==> src/sv/srsw_pkg.sv <==
// shared types, codes and helpers for the selective-repeat sender window
`timescale 1ns / 1ps
`default_nettype none

package srsw_pkg;

  // fixed field widths
  localparam int SEQ_W     = 3;
  localparam int SEQ_SPACE = 8;
  localparam int MARK_W    = 4;
  localparam int DATA_W    = 64;
  localparam int OP_W      = 2;
  localparam int TMR_W     = 2;

  // event codes
  localparam logic [OP_W-1:0] OP_SEND    = 2'd0;
  localparam logic [OP_W-1:0] OP_ACK     = 2'd1;
  localparam logic [OP_W-1:0] OP_TIMEOUT = 2'd2;

  // timer action codes
  localparam logic [TMR_W-1:0] TMR_NONE    = 2'd0;
  localparam logic [TMR_W-1:0] TMR_START   = 2'd1;
  localparam logic [TMR_W-1:0] TMR_STOP    = 2'd2;
  localparam logic [TMR_W-1:0] TMR_RESTART = 2'd3;

  // per-transaction result from the window control, payload aside
  typedef struct packed {
    logic             accepted;
    logic             emit;
    logic             use_ram;
    logic [SEQ_W-1:0] pseq;
    logic [TMR_W-1:0] taction;
    logic [SEQ_W-1:0] tseq;
    logic             full;
    logic [SEQ_W-1:0] base;
  } ctrl_t;

  // number of consecutive set bits starting at bit 0
  function automatic logic [SEQ_W-1:0] lead_ones(input logic [MARK_W-1:0] marks);
    logic [SEQ_W-1:0] cnt;
    logic             run;
    cnt = '0;
    run = 1'b1;
    for (int k = 0; k < MARK_W; k++) begin
      run = run & marks[k];
      if (run) cnt = cnt + SEQ_W'(1);
    end
    return cnt;
  endfunction

endpackage

`default_nettype wire

==> src/sv/selective_repeat_sender_window.sv <==
// top level of the selective-repeat sender window
//
// One input transaction per event: op selects send, acknowledgement or
// timer expiry; the other fields carry payload, ack number, checksum flag
// and expired sequence number. Every accepted transaction yields exactly one
// output transaction with the send verdict, any packet to emit, the timer
// action and the window state after the event.
// The result passes through stage 1, where the packet store read completes,
// and then the output register. Throughput: one event per cycle while the
// receiver does not stall; window state updates in the accepting cycle and
// the store is written on sends and read on resends through its single
// write and single read port, so events never wait on each other.
// Reset clears the window (base, next sequence, full flag, ack marks) and
// empties the pipeline; the packet store is not cleared. The user must see
// that no entry is read before a send has written it; the block does not
// enforce this. When the receiver stalls, the output register and the stage
// behind it fill and in_ready drops; nothing is lost, and flow resumes as
// soon as out_ready returns.
`timescale 1ns / 1ps
`default_nettype none

module selective_repeat_sender_window #(
  parameter int WINDOW       = 4,
  parameter int PAYLOAD_BITS = 64
) (
  input  wire logic                        clk,
  input  wire logic                        rst,
  input  wire logic                        in_valid,
  output logic                             in_ready,
  input  wire logic [srsw_pkg::OP_W-1:0]   op,
  input  wire logic [srsw_pkg::DATA_W-1:0] payload_word,
  input  wire logic [srsw_pkg::SEQ_W-1:0]  ack_number,
  input  wire logic                        ack_check_ok,
  input  wire logic [srsw_pkg::SEQ_W-1:0]  expired_seq,
  output logic                             out_valid,
  input  wire logic                        out_ready,
  output logic                             accepted,
  output logic                             emit_packet,
  output logic [srsw_pkg::SEQ_W-1:0]       packet_seq,
  output logic [srsw_pkg::DATA_W-1:0]      packet_data,
  output logic [srsw_pkg::TMR_W-1:0]       timer_action,
  output logic [srsw_pkg::SEQ_W-1:0]       timer_seq,
  output logic                             window_full,
  output logic [srsw_pkg::SEQ_W-1:0]       window_base
);
  import srsw_pkg::*;

  logic                    fire;
  ctrl_t                   res;
  logic                    wr_en, rd_en;
  logic [SEQ_W-1:0]        wr_addr, rd_addr;
  logic [PAYLOAD_BITS-1:0] payload_trim;
  logic [PAYLOAD_BITS-1:0] ram_rd_data;

  logic                    s1_valid;
  ctrl_t                   s1_res;
  logic [PAYLOAD_BITS-1:0] s1_data;
  logic                    out_load;
  logic                    s1_advance;
  logic [PAYLOAD_BITS-1:0] data_sel;

  // handshake
  assign out_load     = !out_valid || out_ready;
  assign s1_advance   = s1_valid && out_load;
  assign in_ready     = !s1_valid || out_load;
  assign fire         = in_valid && in_ready;
  assign payload_trim = payload_word[PAYLOAD_BITS-1:0];

  srsw_ctrl #(
    .WINDOW(WINDOW)
  ) u_ctrl (
    .clk         (clk),
    .rst         (rst),
    .fire        (fire),
    .op          (op),
    .ack_number  (ack_number),
    .ack_check_ok(ack_check_ok),
    .expired_seq (expired_seq),
    .res         (res),
    .wr_en       (wr_en),
    .wr_addr     (wr_addr),
    .rd_en       (rd_en),
    .rd_addr     (rd_addr)
  );

  srsw_ram #(
    .WIDTH(PAYLOAD_BITS),
    .DEPTH(SEQ_SPACE)
  ) u_store (
    .clk    (clk),
    .wr_en  (wr_en),
    .wr_addr(wr_addr),
    .wr_data(payload_trim),
    .rd_en  (rd_en),
    .rd_addr(rd_addr),
    .rd_data(ram_rd_data)
  );

  // stage 1: decision waits for the store read
  always_ff @(posedge clk) begin
    if (rst) begin
      s1_valid <= 1'b0;
    end else if (fire) begin
      s1_valid <= 1'b1;
    end else if (s1_advance) begin
      s1_valid <= 1'b0;
    end
  end

  always_ff @(posedge clk) begin
    if (fire) begin
      s1_res  <= res;
      s1_data <= res.accepted ? payload_trim : '0;
    end
  end

  // packet data source
  assign data_sel = s1_res.use_ram ? ram_rd_data : s1_data;

  // output register
  always_ff @(posedge clk) begin
    if (rst) begin
      out_valid <= 1'b0;
    end else if (out_load) begin
      out_valid <= s1_valid;
    end
  end

  always_ff @(posedge clk) begin
    if (s1_advance) begin
      accepted     <= s1_res.accepted;
      emit_packet  <= s1_res.emit;
      packet_seq   <= s1_res.pseq;
      packet_data  <= DATA_W'(data_sel);
      timer_action <= s1_res.taction;
      timer_seq    <= s1_res.tseq;
      window_full  <= s1_res.full;
      window_base  <= s1_res.base;
    end
  end

  // a taken send always emits and starts its timer
  a_send_starts: assert property (@(posedge clk) disable iff (rst)
    out_valid && accepted |-> emit_packet && (timer_action == TMR_START))
    else $error("accepted send without emit and timer start");

  // every resend restarts the timer of the same packet
  a_restart_emits: assert property (@(posedge clk) disable iff (rst)
    out_valid && (timer_action == TMR_RESTART) |-> emit_packet && (packet_seq == timer_seq))
    else $error("timer restart without matching packet emit");

  // input is refused only while both stages are occupied and stalled
  a_ready_low: assert property (@(posedge clk) disable iff (rst)
    !in_ready |-> s1_valid && out_valid && !out_ready)
    else $error("input stalled with room in the pipeline");

  // an advancing stage 1 always lands in the output register
  a_advance: assert property (@(posedge clk) disable iff (rst)
    s1_advance |=> out_valid)
    else $error("stage 1 transaction lost");

endmodule

`default_nettype wire

==> src/sv/srsw_ram.sv <==
// generic single-write, single-read ram with registered read data
`timescale 1ns / 1ps
`default_nettype none

module srsw_ram #(
  parameter int WIDTH = 64,
  parameter int DEPTH = 8
) (
  input  wire logic                     clk,
  input  wire logic                     wr_en,
  input  wire logic [$clog2(DEPTH)-1:0] wr_addr,
  input  wire logic [WIDTH-1:0]         wr_data,
  input  wire logic                     rd_en,
  input  wire logic [$clog2(DEPTH)-1:0] rd_addr,
  output logic      [WIDTH-1:0]         rd_data
);

  logic [WIDTH-1:0] mem [DEPTH];

  // write port
  always_ff @(posedge clk) begin
    if (wr_en) mem[wr_addr] <= wr_data;
  end

  // read port, data held until the next read
  always_ff @(posedge clk) begin
    if (rd_en) rd_data <= mem[rd_addr];
  end

endmodule

`default_nettype wire

==> src/sv/srsw_ctrl.sv <==
// window state and per-event decision for the selective-repeat sender
`timescale 1ns / 1ps
`default_nettype none

module srsw_ctrl #(
  parameter int WINDOW = 4
) (
  input  wire logic                      clk,
  input  wire logic                      rst,
  input  wire logic                      fire,
  input  wire logic [srsw_pkg::OP_W-1:0]  op,
  input  wire logic [srsw_pkg::SEQ_W-1:0] ack_number,
  input  wire logic                      ack_check_ok,
  input  wire logic [srsw_pkg::SEQ_W-1:0] expired_seq,
  output srsw_pkg::ctrl_t                res,
  output logic                           wr_en,
  output logic [srsw_pkg::SEQ_W-1:0]      wr_addr,
  output logic                           rd_en,
  output logic [srsw_pkg::SEQ_W-1:0]      rd_addr
);
  import srsw_pkg::*;

  localparam logic [SEQ_W-1:0] WIN_SEQ = SEQ_W'(WINDOW);

  logic [SEQ_W-1:0]  base_seq, base_seq_next;
  logic [SEQ_W-1:0]  next_seq, next_seq_next;
  logic              full_flag, full_flag_next;
  logic [MARK_W-1:0] acked_marks, acked_marks_next;

  logic [SEQ_W-1:0]  outstanding;
  logic [SEQ_W-1:0]  seq_inc;
  logic [SEQ_W-1:0]  ack_dist;
  logic [MARK_W-1:0] marks_or;
  logic [SEQ_W-1:0]  lead;
  logic              ack_good;

  // window arithmetic
  always_comb begin
    outstanding = next_seq - base_seq;
    seq_inc     = next_seq + SEQ_W'(1);
    ack_dist    = ack_number - base_seq;
    marks_or    = acked_marks | (MARK_W'(1) << ack_dist);
    lead        = lead_ones(marks_or);
    ack_good    = ack_check_ok && (ack_dist < WIN_SEQ) && (ack_dist < outstanding);
  end

  // event decision
  always_comb begin
    base_seq_next    = base_seq;
    next_seq_next    = next_seq;
    full_flag_next   = full_flag;
    acked_marks_next = acked_marks;
    res              = '0;
    wr_en            = 1'b0;
    wr_addr          = next_seq;
    rd_en            = 1'b0;
    rd_addr          = base_seq;
    case (op)
      OP_SEND: begin
        if (!full_flag) begin
          wr_en         = fire;
          res.accepted  = 1'b1;
          res.emit      = 1'b1;
          res.pseq      = next_seq;
          res.taction   = TMR_START;
          res.tseq      = next_seq;
          next_seq_next = seq_inc;
          if ((seq_inc - base_seq) == WIN_SEQ) full_flag_next = 1'b1;
        end
      end
      OP_ACK: begin
        if (ack_good) begin
          res.taction = TMR_STOP;
          res.tseq    = ack_number;
          if (ack_dist == '0) begin
            base_seq_next    = base_seq + lead;
            full_flag_next   = 1'b0;
            acked_marks_next = marks_or >> lead;
          end else begin
            acked_marks_next = marks_or;
          end
        end else if (outstanding != '0) begin
          rd_en       = fire;
          rd_addr     = base_seq;
          res.emit    = 1'b1;
          res.use_ram = 1'b1;
          res.pseq    = base_seq;
          res.taction = TMR_RESTART;
          res.tseq    = base_seq;
        end
      end
      OP_TIMEOUT: begin
        rd_en       = fire;
        rd_addr     = expired_seq;
        res.emit    = 1'b1;
        res.use_ram = 1'b1;
        res.pseq    = expired_seq;
        res.taction = TMR_RESTART;
        res.tseq    = expired_seq;
      end
      default: begin
      end
    endcase
    res.full = full_flag_next;
    res.base = base_seq_next;
  end

  // state registers
  always_ff @(posedge clk) begin
    if (rst) begin
      base_seq    <= '0;
      next_seq    <= '0;
      full_flag   <= 1'b0;
      acked_marks <= '0;
    end else if (fire) begin
      base_seq    <= base_seq_next;
      next_seq    <= next_seq_next;
      full_flag   <= full_flag_next;
      acked_marks <= acked_marks_next;
    end
  end

endmodule

`default_nettype wire
==> config.mk <==
export PLATFORM = sky130hd
export DESIGN_NAME = selective_repeat_sender_window
export DESIGN_NICKNAME = d
export VERILOG_FILES = /design/src/sv/srsw_pkg.sv /design/src/sv/selective_repeat_sender_window.sv /design/src/sv/srsw_ram.sv /design/src/sv/srsw_ctrl.sv
export SDC_FILE = /design/constraint.sdc
export NUM_CORES = 1
export LEC_CHECK = 0
export BUFFER_PORTS_ARGS = -buffer_cell sky130_fd_sc_hd__buf_2
export CORE_ASPECT_RATIO = 1.1
export CORE_MARGIN = 1
export CORE_UTILIZATION = 46
export DETAILED_ROUTE_END_ITERATION = 10
export PLACE_DENSITY = 0.63
export SLEW_MARGIN = 40
export SYNTH_ARGS = -nofsm -noshare
export SYNTH_HDL_FRONTEND = slang
export SYNTH_SLANG_ARGS = --single-unit
==> constraint.sdc <==
create_clock -name clk -period 9.3 [get_ports clk]
set_input_delay 0.93 -clock clk [delete_from_list [all_inputs] [get_ports clk]]
set_output_delay 0.93 -clock clk [all_outputs]
set_load 0.005 [all_outputs]
==> results of run 1 <==
## layout by cell type (no fill, tap or decap), types with 18 or more instances in the layout
cell type | netlist | routed
a21oi_1 | 20 | 20
mux2_2 | 129 | 129
buf_2 | 14 | 156
nor2_1 | 24 | 18
mux4_2 | 128 | 128
clkinv_2 | 0 | 19
clkbuf_16 | 0 | 78
and2_1 | 65 | 65
edfxtp_1 | 731 | 731
buf_4 | 1 | 18
## routing by layer
metal,global-route usage,vias up,share of wire
li1,-,5615,-
met1,0.255,6764,0.44
met2,0.303,341,0.49
met3,0.0329,68,0.050
met4,0.0525,4,0.016
met5,0,-,0.00043
## cells by family (layout without fill, tap and decap cells)
| kind of cell | count (synthesis) | after routing | synth area share |
|---|---|---|---|
| other | 0 | 2 | 0 |
| multiplexers | 261 | 261 | 0.155 |
| adder cells (fa/ha/maj) | 16 | 16 | 0.00817 |
| XOR/XNOR | 7 | 7 | 0.00271 |
| AO/OA/AOI/OAI | 38 | 38 | 0.00888 |
| AND/OR/NAND/NOR | 134 | 134 | 0.0261 |
| buffers and inverters | 71 | 337 | 0.0107 |
| flip-flops | 744 | 744 | 0.788 |
## power by group
| group | switching (mW) | internal (mW) |
|---|---|---|
| Combinational | 0.158 | 0.122 |
| Clock | 1.23 | 1.57 |
| Sequential | 0.0168 | 3.75 |
| Total | 1.41 | 5.44 |
## sequential cells by signal (all words and copies together) (netlist names)
signal              flops
u_ctrl.wr_addr          3
accepted                1
s1_valid                1
timer_seq               3
out_valid               1
u_ctrl.base_seq         3
u_store.mem           512
window_base             3
timer_action            2
u_ctrl.full_flag        1
window_full             1
u_store.rd_data        64
packet_data            64
s1_res                 14
packet_seq              3
s1_data                64
u_ctrl.acked_marks      4
## cell type report
type	instances	area [um^2]	area share
clock buffers	90	2000	0.0616
multi-input cells	456	5780	0.178
clock inverters	46	272	0.00837
diodes	2	5.00	0.000154
well taps	816	1020	0.0315
repair buffers	185	1080	0.0334
flip-flops and latches	744	22200	0.685
inverters	16	62.6	0.00193
## Yosys cell counts (all sizes together)
cell type,count,area share
buf,17,0.0036
a21o,2,0.00053
a311oi,1,0.00031
edfxtp,731,0.78
inv,16,0.0021
and3,3,0.00067
mux2,129,0.052
or4,1,0.00027
nand2,16,0.0021
xnor3,1,0.00084
nor3b,4,0.0011
o311ai,1,0.00031
a211oi,1,0.00027
dfxtp,13,0.0092
clkbuf,38,0.0051
o22a,1,0.00031
nand2b,5,0.0011
nor2b,5,0.0011
a21oi,20,0.0036
fa,4,0.0028
o21a,1,0.00027
nand3,3,0.00053
and2,65,0.014
a222oi,3,0.0011
mux2i,4,0.0014
o2111a,1,0.00040
nor4b,1,0.00031
o31ai,1,0.00027
o21ai,3,0.00053
xor2,4,0.0012
ha,12,0.0053
xnor2,2,0.00062
mux4,128,0.10
o211ai,1,0.00044
a31o,2,0.00062
nor3,7,0.0012
nor2,24,0.0032
## how the worst min path moves through the flow
stage                                end  slack [ns]  depth (start not counted)
final                      packet_seq[0]        0.42                          0
after global routing       packet_seq[0]        0.43                          0
after CTS                  packet_seq[0]        0.42                          0
after detailed placement   packet_seq[0]        0.40                          0
after global placement    window_base[1]        0.40                          0
after floorplan                 accepted        0.40                          0
## critical path, cell delays in order, from the launching register on
cell,delay [ns]
dfxtp_1,0.56
inv_1,0.22
fa_1,0.47
xor2_1,0.20
ha_1,0.30
o21ai_0,0.09
nor2_1,0.11
nor2_1,0.04
a21oi_1,0.27
nor2_1,0.16
nor3b_4,0.58
buf_6,0.68
## per-stage QoR
stage	hold WS (ns)	total power [mW]	worst slack, ns	util	area, um^2
floorplan	0.400	4.00	1.36	-	28200
global placement	0.400	4.11	4.23	0.499	30100
detailed placement	0.405	4.12	4.44	0.501	30200
CTS	0.418	6.92	4.94	0.538	32400
global route	0.431	7.06	4.94	0.538	32400
finish	0.418	6.85	5.19	0.539	32400
==> metrics, run 1 <==
status completed; clock sink count 744; Syn Inst Count 1,271; DR vias/cell 5.43; CP endpoint kind flop; IO Pins 157; Synth Net Count 1,364; clock skew 0.0221 ns; CTS buffer count 76; global route overflow 0; Die Y 262 um; DR iter-0 viols 844; die area 62,300 um^2; placed cell count 2,217; Static Leak 10.9 nW; Die X 238 um; Fmax 244 MHz; required time of the critical path 9.52 ns; TritonCTS clock tree done; initial antenna violation count 6; DP Wirelength 29,000 um; reg2reg end u_store.rd_data[28]; yosys warns 0; Worst Path Class, Setup flop to flop; number of remaining DRC errors 0; antenna-violating nets left 0; Setup-failing EPs final 0; Max VDD drop 0.138 mV; vias 12,800; htree depth 3; HP Class flop to flop; R2R depth 11; RSZ-0062 raised after global routing no; Total Routing Usage GR 0.184; Mapped Avg Cell Area 22.2 um^2; Hold Fails Final Rpt 0; # port buffers 156; Tmin final 4.11 ns; Max-Cap Viols 0; clk buf depth 3; drt pass-1 iters 4; Avg WL per Cell 23.9 um; cell row count 94; Clock Latency Late Sink 0.61 ns; origin of the worst setup path u_ctrl.base_seq[1]; layout cell share with drive strength beyond 1 0.369; R2R Setup Slk 5.19 ns; gpl congestion 0.809; WL final 56,300 um; final-report max-slew violation count 0; PD cells 211 nW/um^2; CTS resizes 0; Crit Path Max Fanout 56; reg2reg start u_ctrl.base_seq[1]; vias in the first global route 13,300; count of different cell masters after synthesis 40; Critical Path Source Type flop; Tcrit/Tclk final 0.441; core region area 60,200 um^2; clock-pin transition on the worst setup and hold timing paths 0.06 ns; Worst Tran Pin Value 0.758 ns; Root Buffer clkbuf_16; first-pass GRT wire length 83,800 um; Seq/Total Area, Yosys 0.788; Layout area overhead 15.1%; end point of the critical path u_store.rd_data[28]; worst hold start s1_res[9]; final net count 1,572; largest net degree at the start of global routing 73; synthesized flop and latch total 744; Setup TNS 0 ns; postcts setup bufs 0; crit path DAT 4.33 ns; fill count 4,645; CTS Hold Buffers Added 0; Rel. slew slack 0.484; final non-filler cell total 2,355; Starting Density 0.468; Post-Synthesis Cell Area 28,200 um^2
Note: power is estimated with default switching activity, not from simulation.
==> run 2, diff against run 1 <==
==> constraint.sdc (replaced) <==
create_clock -name clk -period 3.9 [get_ports clk]
set_input_delay 0.39 -clock clk [delete_from_list [all_inputs] [get_ports clk]]
set_output_delay 0.39 -clock clk [all_outputs]
set_load 0.005 [all_outputs]
==> run 2 against run 1 <==
  * Utilization rose by 0.49 points
  * Sequential cell count is the same
  * Non-clock buffer count shrank 1
  * Critical endpoint is now u_ctrl.base_seq[2]
  * Largest cell class unchanged
==> metrics, run 2 (synthesis results as in run 1) <==
status completed; CTS buffer count 75 (-1.3%); cell row count 94 (unchanged); vias in the first global route 13,500 (+1.7%); antenna-violating nets left 0 (unchanged); Avg WL per Cell 23.9 um (about the same); required time of the critical path 4.43 ns (-5.09 ns); Worst Tran Pin Value 0.724 ns (-0.0342 ns); RSZ-0062 raised after global routing no; vias 12,800 (+0.055%); cell mode on critical path a21oi_1; commonest non-fill, non-tap cell in the layout edfxtp_1; most frequent cells in the layout 731 x edfxtp_1, 156 x buf_2, 129 x mux2_2; final net count 1,570 (-0.13%); layout cell share with drive strength beyond 1 0.374 (+0.00504); Pwr Total 16.7 mW (+140%); CP endpoint kind flop; R2R depth 10 (-1); Static Leak 10.9 nW (+0.79%); DP Wirelength 27,300 um (-5.9%); largest register by flop count u_store.mem; global route overflow 0 (unchanged); final-report max-slew violation count 0 (unchanged); reg2reg end u_ctrl.base_seq[2]; Root Buffer clkbuf_16; clock skew 0.0226 ns (+0.000470 ns); IO Pins 157 (unchanged); TritonCTS clock tree done; DR iter-0 viols 756 (-10%); largest stage delay on the critical path 0.56 ns (-0.12 ns); Rel. slew slack 0.517 (+0.0336); Hold Crit Depth 3 (+3); Finished Cell Area 32,700 um^2 (+0.91%); clock sink count 744 (unchanged); gpl congestion 0.790 (-2.3%); clk buf depth 3 (unchanged); hold slack 0.0574 ns (-0.360 ns); end point of the critical path u_ctrl.base_seq[2]; # port buffers 156 (unchanged); crit path DAT 4.06 ns (-0.27 ns); pre-CTS setup slack 0.219 ns (-4.22 ns); Layout Utilization 0.543 (+0.00488); htree depth 3 (unchanged); core region area 60,200 um^2 (unchanged); first-pass GRT wire length 84,400 um (+0.75%); fill count 4,599 (-0.99%); initial antenna violation count 8 (+2); CP top delay family adder cells; crit path buf inv count 0 (-2); Die X 238 um (unchanged); Hold Fails Final Rpt 0 (unchanged); Starting Density 0.468 (unchanged); Setup TNS 0 ns (unchanged); Worst Path Class, Setup flop to flop; DR vias/cell 5.44 (+0.14%); origin of the worst setup path u_ctrl.base_seq[1]; Max VDD drop 0.278 mV (+100%); Critical Path Source Type flop; largest net degree at the start of global routing 82 (+12%); placed cell count 2,216 (-0.045%); Crit path depth 10 (-1); drt pass-1 iters 5 (+1); CP max stage cell fa_2; worst hold start in_valid; Sequential Area 22,200 um^2 (about the same); Setup-failing EPs final 0 (unchanged); reg2reg start u_ctrl.base_seq[1]; Max-Cap Viols 0 (unchanged); Tcrit/Tclk final 0.904 (+0.463); Clock Latency Late Sink 0.61 ns (about the same); Tmin final 3.53 ns (-0.579 ns); Crit Path Max Fanout 7 (-88%); postcts setup bufs 0 (unchanged); die area 62,300 um^2 (unchanged); CP Cell Sequence fa_2 -> nor2b_1 -> a21oi_1 -> nor2_1 -> ha_1 -> o21ai_0 -> fa_1 -> o21a_1 -> or4_1 -> a21oi_1; Layout area overhead 16.1%; clock-pin transition on the worst setup and hold timing paths 0.06 ns (about the same); area of the multi-input gates 5810 um^2 (+0.58%); worst setup margin 0.374 ns (-4.82 ns); CTS resizes 0 (unchanged); Largest register FFs 512 (unchanged); final non-filler cell total 2,353 (-0.085%); R2R Setup Slk 0.37 ns (-4.82 ns); WL final 56,200 um (-0.17%); PD cells 511 nW/um^2 (+140%); number of remaining DRC errors 0 (unchanged); Total Routing Usage GR 0.185 (+0.000899); Placed Area 30,300 um^2 (+0.47%); HP Class input pin to flop; Die Y 262 um (unchanged); Fmax 284 MHz (+16%); CTS Hold Buffers Added 0 (unchanged)
## run 2: cell count changes in the layout (fill, tap and decap cells not counted), sizes merged
cell	change
clkinv	-7
bufinv	+6
clkbuf	+2
clkinvlp	-2
buf	-1
## run 2: report_power, final
| group | internal, mW | switching, mW | total, mW | leakage, nW |
|---|---|---|---|---|
| sequential | 8.94 | 0.0354 | 8.98 | 6.83 |
| combinational | 0.299 | 0.383 | 0.682 | 2.92 |
| clock | 4.14 | 2.94 | 7.07 | 1.20 |
## run 2: worst reg2reg max path: stages, from the launching register on
cell and delay [ns]:
dfxtp_1 0.54, fa_2 0.56, nor2b_1 0.17, a21oi_1 0.43, nor2_1 0.13, ha_1 0.32, o21ai_0 0.11, fa_1 0.40
o21a_1 0.14, or4_1 0.51, a21oi_1 0.15
## run 2: layer usage
metal | track usage | up-vias | routed length [um]
li1 | - | 5607 | -
met1 | 0.257 | 6796 | 24800
met2 | 0.302 | 303 | 27500
met3 | 0.0340 | 79 | 2900
met4 | 0.0547 | 14 | 916
met5 | 0 | - | 82
## run 2: area by class of cell
type,instances,share of cell area
Sequential cell,744,0.679
Multi-Input combinational cell,456,0.178
Clock buffer,92,0.0612
Timing Repair Buffer,184,0.0359
Tap cell,816,0.0312
Clock inverter,43,0.0129
Inverter,16,0.00229
Antenna cell,2,0.000153
## run 2: worst min path at each step
| stage | endpoint | slack (ns) |
|---|---|---|
| 6_report | s1_valid | 0.06 |
| 5_1_grt | s1_valid | 0.05 |
| 4_1_cts | s1_valid | 0.02 |
| 3_5_place_dp | timer_seq[1] | 0.41 |
| 3_3_place_gp | timer_seq[2] | 0.40 |
| 2_1_floorplan | accepted | 0.40 |
==> run 3, diff against run 2 <==
--- a/config.mk
+++ b/config.mk
@@ -14,4 +14,5 @@
 export SLEW_MARGIN = 40
 export SYNTH_ARGS = -nofsm -noshare
 export SYNTH_HDL_FRONTEND = slang
+export SYNTH_HIERARCHICAL = 1
 export SYNTH_SLANG_ARGS = --single-unit
==> run 3 against run 2 <==
  * Combinational power rose by 10%
  * Die area rose by 2.2%
  * Worst hold slack got worse by 0.023 ns
  * Power rose by 2.2%
  * Register-to-register slack got worse by 0.07 ns
  * Sequential cell count rose by 2
  * Global-route usage fell by 0.24 points
  * Clock power rose by 3.8%
  * Non-clock buffer count rose by 15
  * Highest routed layer unchanged
==> metrics, run 3 <==
CP endpoint kind flop; cell taking the most area after synthesis edfxtp_1; Pwr Total 17.1 mW (+2.2%); HP Class input pin to flop; number of remaining DRC errors 0 (unchanged); commonest cells in the netlist 733 x edfxtp_1, 128 x mux4_2, 70 x mux2_2; pre-CTS setup slack 0.00863 ns (-0.211 ns); Avg WL per Cell 23.6 um (-0.99%); Hold Crit Depth 3 (unchanged); DR vias/cell 5.40 (-0.75%); CTS resizes 0 (unchanged); Crit Path Max Fanout 5 (-2); post-synth top area share 0.764 (-0.0146); Rel. slew slack 0.468 (-0.0492); Worst Hold End s1_valid; initial antenna violation count 8 (unchanged); CTS buffer count 76 (+1.3%); Post-Synthesis Cell Area 28,800 um^2 (+2.2%); Die Y 264 um (+1.1%); Clk pwr share 0.429 (+0.006); Static Leak 11.0 nW (+0.71%); net switching component of the power 3.42 mW (+2.1%); commonest non-fill, non-tap cell in the layout edfxtp_1; status completed; Internal 13.7 mW (+2.2%); Area contributors post-synth edfxtp_1 76%, mux4_2 10%, mux2_4 3.1%; Layout area overhead 15.9%; DR iter-0 viols 879 (+16%); Max-Cap Viols 0 (unchanged); Tmin final 3.59 ns (+0.0690 ns); Max VDD drop 0.321 mV (+15%); R2R depth 13 (+3); most frequent cells in the layout 733 x edfxtp_1, 156 x buf_2, 128 x mux4_2; largest register by flop count u_store/mem; largest net degree at the start of global routing 65 (-21%); Root Buffer clkbuf_16; Critical Path Source Type flop; gpl congestion 0.756 (-4.4%); Seq/Total Area, Yosys 0.773 (-0.0148); final net count 1,605 (+2.2%); DP Wirelength 30,000 um (+10%); Largest register FFs 512 (unchanged); clock sink count 746 (+0.27%); yosys warns 6 (+6); Sw Ratio 0.200 (-0.000215); vias in the first global route 13,700 (+1.2%); Tcrit/Tclk final 0.922 (+0.0177); Logic pwr share 0.044 (+0.003); Worst Tran Pin Value 0.798 ns (+0.0738 ns); placed cell count 2,258 (+1.9%); PD cells 512 nW/um^2 (+0.21%); Worst Path Class, Setup flop to flop; postcts setup bufs 0 (unchanged); vias 12,900 (+1.1%); die area 63,600 um^2 (+2.2%); Synth Net Count 1,383 (+1.4%); WL final 56,700 um (+0.90%); reg2reg start u_ctrl/base_seq[0]; CTS Hold Buffers Added 0 (unchanged); Setup-failing EPs final 0 (unchanged); Mapped Avg Cell Area 22.3 um^2 (+0.68%); Die X 241 um (+1.1%); crit path DAT 3.94 ns (-0.12 ns); Clock Latency Late Sink 0.61 ns (about the same); Fmax 278 MHz (-1.9%); worst setup margin 0.305 ns (-0.0690 ns); count of different cell masters after synthesis 50 (+25%); hold slack 0.0343 ns (-0.0231 ns); Syn Inst Count 1,290 (+1.5%); most numerous cell in the Yosys netlist edfxtp_1; htree depth 3 (unchanged); Starting Density 0.469 (+0.000633); first-pass GRT wire length 85,000 um (+0.65%); final non-filler cell total 2,398 (+1.9%); Hold Fails Final Rpt 0 (unchanged); drt pass-1 iters 5 (unchanged); sequential share of power 0.527 (-0.009); clock-pin transition on the worst setup and hold timing paths 0.06 ns (about the same); core region area 61,500 um^2 (+2.1%); # port buffers 156 (unchanged); Total Routing Usage GR 0.183 (-0.00238); reg2reg end s1_res[2]; clk buf depth 3 (unchanged); Post-synth EDFFs 733 (+0.27%); RSZ-0062 raised after global routing no; Post-synth top flop edfxtp_1; layout cell share with drive strength beyond 1 0.378 (+0.00456); R2R Setup Slk 0.31 ns (-0.07 ns); final-report max-slew violation count 0 (unchanged); share of synthesized registers carrying an async set or reset 0 (unchanged); IO Pins 157 (unchanged); synthesized flop and latch total 746 (+0.27%); global route overflow 0 (unchanged); cell row count 95 (+1.1%); clock skew 0.0209 ns (-0.00162 ns); worst hold start in_valid; TritonCTS clock tree done; required time of the critical path 4.25 ns (-0.18 ns); antenna-violating nets left 0 (unchanged)
-- run 3: cell count changes in the layout (fill, tap and decap cells not counted), moves of 7 or more --
cell | previous run | this run
mux2_4 | 0 | 60
buf_4 | 12 | 31
inv_1 | 12 | 21
a31oi_1 | 0 | 7
mux2_2 | 129 | 69
clkinv_2 | 15 | 8
-- run 3: final cells by class --
class	instances	area [um^2]
clock buffers	89	1970
inverters	24	105
well taps	824	1030
repair buffers	199	1240
clock inverters	49	548
fillers	4672	28100
flip-flops and latches	746	22300
multi-input cells	465	6200
diodes	2	5.00
-- run 3: logic make-up after synthesis --
logic type | Yosys count | synth area share
simple gates | 131 | 0.0261
compound gates | 49 | 0.0118
buf+inv | 79 | 0.0179
xor+xnor | 8 | 0.00295
flops | 746 | 0.773
mux | 261 | 0.160
fa+ha+maj | 16 | 0.00799
-- run 3: how the worst max path moves through the flow --
stage                       startpoint            endpoint  cells after the start
finish              u_ctrl/base_seq[0]           s1_res[2]                     13
global route        u_ctrl/base_seq[0]  u_ctrl/base_seq[2]                     13
CTS                 u_ctrl/base_seq[0]  u_ctrl/base_seq[2]                     13
detailed placement       ack_number[0]  u_ctrl/base_seq[2]                     15
global placement         ack_number[0]  u_ctrl/base_seq[2]                     15
floorplan                ack_number[0]  u_store/rd_data[0]                     10
-- run 3: metal layers --
layer / GRT usage / routed length (um) / vias to the layer above
met2: 0.308 / 28700 / 302
li1: - / - / 5707
met4: 0.0542 / 999 / 6
met1: 0.244 / 24300 / 6855
met5: 0 / 43 / -
met3: 0.0307 / 2610 / 76
-- run 3: worst max-delay path, stage by stage (launching register included) --
cell	delay [ns]
dfxtp_1	0.33
ha_4	0.16
fa_2	0.38
xnor3_2	0.30
a31oi_4	0.27
inv_1	0.09
a21oi_1	0.17
ha_1	0.28
o31ai_1	0.32
fa_1	0.29
inv_1	0.07
a2111oi_0	0.38
mux2i_1	0.15
xnor2_1	0.15
-- run 3: per-stage QoR --
stage	util	cell area, um^2	setup TNS (ns)
floorplan	-	29000	-38.12
global placement	0.502	30800	0
detailed placement	0.502	30800	0
CTS	0.543	33400	0
global route	0.543	33400	0
finish	0.543	33400	0
-- run 3: power by group through the flow --
stage	clock, mW	sequential, mW	combinational, mW
floorplan	0	9.18	0.469
global placement	0	9.18	0.748
detailed placement	0	9.18	0.769
CTS	7.51	9.01	0.772
global route	7.77	9.02	0.819
finish	7.34	9.01	0.752
